===== src/rtl/assert_macros.svh =====
// Assertion macros shared by the RTL files of the vertex set filter.
`ifndef ASSERT_MACROS_SVH
`define ASSERT_MACROS_SVH

`ifndef SYNTH
// Check prop at every rising edge of clk, held off while rst_n is low.
`define ASSERT_CLK(label, clk, rst_n, prop, msg) \
    label: assert property (@(posedge clk) disable iff (!rst_n) (prop)) else $error(msg);
// Check that cond never holds at a rising edge of clk outside reset.
`define ASSERT_NEVER(label, clk, rst_n, cond, msg) \
    label: assert property (@(posedge clk) disable iff (!rst_n) !(cond)) else $error(msg);
`else
`define ASSERT_CLK(label, clk, rst_n, prop, msg)
`define ASSERT_NEVER(label, clk, rst_n, cond, msg)
`endif

`endif


===== src/rtl/mtvsf_pkg.sv =====
// Package: widths, operation codes and index helpers of the vertex set filter.
`timescale 1ns / 1ps
`default_nettype none
package mtvsf_pkg;

    localparam int FIELD_W     = 18;
    localparam int VERTEX_BITS = 18;
    localparam int OP_W        = 2;
    localparam int WORD_W      = 32;
    localparam int BIT_SEL_W   = 5;
    localparam int ADDR_W      = VERTEX_BITS - BIT_SEL_W;
    localparam int DEPTH       = 1 << ADDR_W;
    localparam int EXT_W       = (VERTEX_BITS > FIELD_W) ? VERTEX_BITS : FIELD_W;
    localparam int NUM_LANES   = 3;

    localparam logic [OP_W-1:0] OP_CLEAR  = 2'd0;
    localparam logic [OP_W-1:0] OP_INSERT = 2'd1;
    localparam logic [OP_W-1:0] OP_TEST   = 2'd2;

    // One bitmap write, broadcast to every lane copy.
    typedef struct packed {
        logic              en;
        logic [ADDR_W-1:0] addr;
        logic [WORD_W-1:0] data;
    } wr_t;

    // One bitmap lookup for a single lane.
    typedef struct packed {
        logic               en;
        logic [FIELD_W-1:0] idx;
    } lookup_t;

    function automatic logic idx_in_range(input logic [FIELD_W-1:0] idx);
        logic [EXT_W-1:0] ext;
        ext = EXT_W'(idx);
        return (ext >> VERTEX_BITS) == '0;
    endfunction

    function automatic logic [ADDR_W-1:0] idx_word(input logic [FIELD_W-1:0] idx);
        logic [EXT_W-1:0] ext;
        ext = EXT_W'(idx);
        return ext[VERTEX_BITS-1:BIT_SEL_W];
    endfunction

    function automatic logic [BIT_SEL_W-1:0] idx_bit(input logic [FIELD_W-1:0] idx);
        return idx[BIT_SEL_W-1:0];
    endfunction

endpackage
`default_nettype wire


===== src/rtl/mtvsf_merge.sv =====
// Merge stage: combine the lane hits and hold a kept triangle for transfer.
`timescale 1ns / 1ps
`default_nettype none
module mtvsf_merge
    import mtvsf_pkg::*;
(
    input  wire logic                 clk,
    input  wire logic                 rst_n,
    input  wire logic                 take,
    input  wire logic [NUM_LANES-1:0] hit,
    input  wire logic [FIELD_W-1:0]   corner_a,
    input  wire logic [FIELD_W-1:0]   corner_b,
    input  wire logic [FIELD_W-1:0]   corner_c,
    input  wire logic                 out_ready,
    output logic                      out_valid,
    output logic [FIELD_W-1:0]        kept_corner_a,
    output logic [FIELD_W-1:0]        kept_corner_b,
    output logic [FIELD_W-1:0]        kept_corner_c,
    output logic                      done
);

    `include "assert_macros.svh"

    logic               out_valid_reg;
    logic [FIELD_W-1:0] kept_a_reg;
    logic [FIELD_W-1:0] kept_b_reg;
    logic [FIELD_W-1:0] kept_c_reg;
    logic               hit_any;
    logic               slot_free;
    logic               load;

    assign hit_any   = |hit;
    assign slot_free = !out_valid_reg || out_ready;
    assign load      = take && hit_any && slot_free;
    assign done      = take && (!hit_any || slot_free);

    always_ff @(posedge clk or negedge rst_n)
    begin
        if (!rst_n)
        begin
            out_valid_reg <= 1'b0;
        end
        else if (load)
        begin
            out_valid_reg <= 1'b1;
        end
        else if (out_ready)
        begin
            out_valid_reg <= 1'b0;
        end
    end

    always_ff @(posedge clk)
    begin
        if (load)
        begin
            kept_a_reg <= corner_a;
            kept_b_reg <= corner_b;
            kept_c_reg <= corner_c;
        end
    end

    assign out_valid     = out_valid_reg;
    assign kept_corner_a = kept_a_reg;
    assign kept_corner_b = kept_b_reg;
    assign kept_corner_c = kept_c_reg;

    `ASSERT_CLK(a_load_into_free_slot, clk, rst_n, load |-> (!out_valid_reg || out_ready), "triangle loaded over a waiting one")
    `ASSERT_CLK(a_hit_done_means_load, clk, rst_n, (done && hit_any) |=> out_valid_reg, "kept triangle not presented")

endmodule
`default_nettype wire


===== config.mk =====
export PLATFORM = sky130hd
export DESIGN_NAME = mtvsf_merge
export DESIGN_NICKNAME = d
export VERILOG_FILES = /design/src/rtl/mtvsf_pkg.sv /design/src/rtl/mtvsf_merge.sv
export VERILOG_INCLUDE_DIRS = /design/src /design/src/rtl
export SDC_FILE = /design/constraint.sdc
export NUM_CORES = 1
export LEC_CHECK = 0
export BUFFER_PORTS_ARGS = -buffer_cell sky130_fd_sc_hd__buf_4
export CORE_MARGIN = 8
export CORE_UTILIZATION = 36
export DETAILED_ROUTE_END_ITERATION = 7
export GPL_TIMING_DRIVEN = 0
export HOLD_SLACK_MARGIN = 0.08
export MAX_ROUTING_LAYER = met4
export PLACE_DENSITY_LB_ADDON = 0.08
export SLEW_MARGIN = 5
export SYNTH_ARGS = -nofsm -noshare
export SYNTH_HDL_FRONTEND = slang
export SYNTH_SLANG_ARGS = --single-unit

===== constraint.sdc =====
create_clock -name clk -period 4.4 [get_ports clk]
set_clock_uncertainty 0.05 [all_clocks]
set_input_delay 0.88 -clock clk [delete_from_list [all_inputs] [get_ports clk]]
set_output_delay 0.88 -clock clk [all_outputs]
set_load 0.05 [all_outputs]

After elaboration in Yosys (flattened, before gate mapping)
Index checks and enable logic that the tools add are counted.
- bits in registers: 55
- input port bits: 61
- output and inout port bits: 56
- logic and storage cells: 15
- muxes and demuxes: 2
- reductions and logical operators: 9
- operators by type and width (kind ; count):
    logical AND 1 bit ; 3
    OR reduction 3 bit ; 1
    logical NOT 1 bit ; 2
    logical OR 1 bit ; 2
    two-way mux 1 bit ; 2
    nonzero test 2 bit ; 1

Logic depth before layout (Yosys ltp)
- depth after elaboration: 4
- depth in mapped cells: 2
- depth with buffers taken out: 2

Worst setup path after synthesis
No wires, ideal clock.
- path kind: input port to flip-flop
- start: input take
- end: register kept_a_reg[0] (netlist: kept_corner_a[0]) (enable)
- setup time: 532 ps
- data arrival time: 4618 ps
- required time: 3818 ps
- path slack: -800 ps
- stages: 2
- buffers on the path: 0
- path through: inv_1 nor3_1
- longest elaborated chain between the ends: 2
- RTL lines (item ; line ; RTL):
    start: declaration ; mtvsf_merge.sv:9 ; input wire logic take,
    logical AND 1 bit (2 in a row) ; mtvsf_merge.sv:34 ; assign load = take && hit_any && slot_free;
    via load ; mtvsf_merge.sv:30 ; logic load;
    end signal: assignment ; mtvsf_merge.sv:57 ; kept_a_reg <= corner_a;
    end: declaration ; mtvsf_merge.sv:25 ; logic [FIELD_W-1:0] kept_a_reg;
The timed path passes the listed nets, and every way through them passes these cells.
A chain may end at the register's enable or synchronous reset.

Worst setup path in the final report
- start: input hit[1]
- end: output done
- longest elaborated chain between the ends: 4
- RTL lines (item ; line ; RTL):
    start: declaration ; mtvsf_merge.sv:10 ; input wire logic [NUM_LANES-1:0] hit,
    OR reduction 3 bit ; mtvsf_merge.sv:32 ; assign hit_any = |hit;
    logical NOT 1 bit ; mtvsf_merge.sv:35 ; assign done = take && (!hit_any || slot_free);
    logical OR 1 bit ; mtvsf_merge.sv:35 ;
    logical AND 1 bit ; mtvsf_merge.sv:35 ;
    end: declaration ; mtvsf_merge.sv:19 ; output logic done
Every way passes these cells.

==> results by group <==
Layout
  – Commonest non-fill, non-tap cell in the layout: buf_4
  – Layout cell share with drive strength beyond 1: 67.0%
  – Area grow syn2layout: 64.4%
  – Antenna diodes: 0
  – Net count reported at finish: 248
  – Most frequent cells in the layout: 116 x buf_4, 54 x edfxtp_1, 5 x clkbuf_8
  – Cell Count, Final, Fillers Out: 242

Drt
  – Post-Route WL: 4150 um
  – DRC: 0
  – Vias post-DR: 1,069
  – DRT iter0 DRCs: 121
  – DR WL/cell: 17.1 um
  – Antenna Nets Post-Route: 0
  – Initial DRT Pass Iterations: 4
  – Via density: 4.42

Yosys
  – Cell variety after synth: 8
  – Sequential share of the synthesized area: 97.4%
  – Synth Area in Compound Gates: 0.888%
  – Syn_area_per_cell: 27.3 um2
  – Post-synthesis mux area share: 0%
  – Seq cells post-synth: 55
  – Post-synth net total: 123
  – Syn Inst Count: 62
  – Largest family of logic cells by synthesized area: simple AND/OR/NAND/NOR gates
  – Ys Warns: 0
  – Mapped cell area: 1690 um2
  – Adder-Cell Fraction of Synth Area: 0%
  – Simple-gate area share of the yosys netlist: 1.26%
  – XOR/XNOR Fraction of Synth Area: 0%

Timing
  – Final worst path period need: 2600 ps
  – Final period util: 59.0%
  – RSZ-0062 raised after global routing: no
  – WHS: 289 ps
  – Worst Tran Pin Value: 983 ps
  – Slack of the critical path: 1800 ps
  – Highest Clock Rate: 0.385 GHz
  – Setup TNS: 0 ps
  – Final Hold Vio Count: 0
  – # setup viols final: 0
  – Count of final max-slew check failures: 0
  – Slew Limit Headroom: 34.2%

Global routing
  – GRT Util Overall: 11.5%
  – Largest net degree at the start of global routing: 23
  – Met3 Use GR: 6.05%
  – Vias in the first global route: 1,190
  – Global-route met1 utilization: 11.3%
  – Total gr overflow: 0
  – GRT met2 Usage: 19.4%
  – First-pass GRT wire length: 6070 um
  – Gr busiest metal: met2
  – Antenna violations before repair: 0

Clock tree
  – Post-CTS Hold Fix Bufs: 0
  – Clock latency on the worst-skew pair: 290 ps
  – Sink Count: 55
  – Postcts setup bufs: 0
  – Clock root buffer: clkbuf_8
  – Clock buffer depth: 2
  – CTS tree: yes
  – Clk slew on worst S/H paths: 90 ps
  – TritonCTS buffer count: 5
  – H-tree level count: 2
  – Post-CTS Resized: 0

Power
  – Cell Pwr Density: 396 nW/um2
  – Total power: 1.10 mW
  – P_leak: 1.17 nW
  – Worst vdd ir: 182 uV

Floorplan
  – Site Rows: 25
  – I/O pin cnt: 117
  – Core area: 4630 um2
  – Die Area: 7140 um2
  – Overall die height: 84.5 um
  – Starting density of the core: 36.5%
  – Die W: 84.5 um

Outcome
  – Status: finished, final reports clean

Placement
  – IO Port Bufs: 116
  – Final GP Congestion: 0.649
  – Worst slack at placement: 1800 ps
  – Hpwl dp: 3260 um
  – Placed cell count: 234

Job
  – MaxCap Viol Count: 0

Setup path
  – Critical Path RT: 3470 ps
  – R2R Setup Slk: 2490 ps
  – CP startpoint kind: primary input
  – Crit path kind: primary input to output port
  – Reg-to-reg endpoint: kept_corner_c[8]$_DFFE_PP_
  – R2R Path Start: out_valid$_DFFE_PN0P_
  – CP arrival: 1670 ps
  – Max FO, Critical Path: 3
  – Worst R2R Path Depth: 3
  – Setup crit end kind: output port

Worst hold path
  – Hold Path Class: primary input to async pin
## cell usage after synthesis, drive strengths merged
| master | n | area share [%] |
|---|---|---|
| dfrtp | 1 | 1.5 |
| o31a | 1 | 0.52 |
| edfxtp | 54 | 96 |
| nor3 | 2 | 0.89 |
| inv | 2 | 0.44 |
| nor2b | 1 | 0.37 |
| o22ai | 1 | 0.37 |
## how the worst max path moves through the flow
stage	from	endpoint	cells past startpoint
3_3_place_gp	hit[1]	kept_corner_a[2]$_DFFE_PP_	3
5_1_grt	hit[1]	done	4
6_report	hit[1]	done	4
2_1_floorplan	take	kept_corner_a[0]$_DFFE_PP_	2
3_5_place_dp	hit[1]	done	4
4_1_cts	hit[1]	done	4
## worst max-delay path, stage by stage
cell and delay (ps):
buf_4 110, nor3_2 320, o31a_1 170, buf_4 190
## layer usage
metal / routed length (um) / share of wire, % / vias up
met4: 45 / 1.1 / 0
met5: 0 / 0 / -
met2: 2170 / 52 / 69
li1: - / - / 494
met1: 1480 / 36 / 500
met3: 452 / 11 / 6
## where the power goes
group / total, mW / internal, mW / leakage (nW) / switching (mW)
logic: 0.219 / 0.0786 / 0.604 / 0.141
clock network: 0.262 / 0.108 / 0.0392 / 0.154
registers: 0.620 / 0.612 / 0.522 / 0.00775
total: 1.10 / 0.799 / 1.17 / 0.303
## layout make-up
type / count / area, um2
Tap cell: 54 / 67.6
Clock inverter: 3 / 15.0
Sequential cell: 55 / 1650
Inverter: 2 / 7.51
Fill cell: 357 / 1850
Multi-Input combinational cell: 5 / 47.5
Timing Repair Buffer: 118 / 926
Clock buffer: 5 / 68.8
## metrics by stage
step	instance area [um2]	util, %
after global routing	2780	60.0
after floorplan	1700	-
after CTS	2780	60.0
after global placement	2630	56.9
after detailed placement	2700	58.2
final	2780	60.0
## cells by family (layout without fill, tap and decap cells)
kind of cell           count (synthesis)  after routing
buffers and inverters                  2            128
flip-flops                            55             55
AO/OA/AOI/OAI                          2              2
AND/OR/NAND/NOR                        3              3
Note: power is estimated with default switching activity, not from simulation.
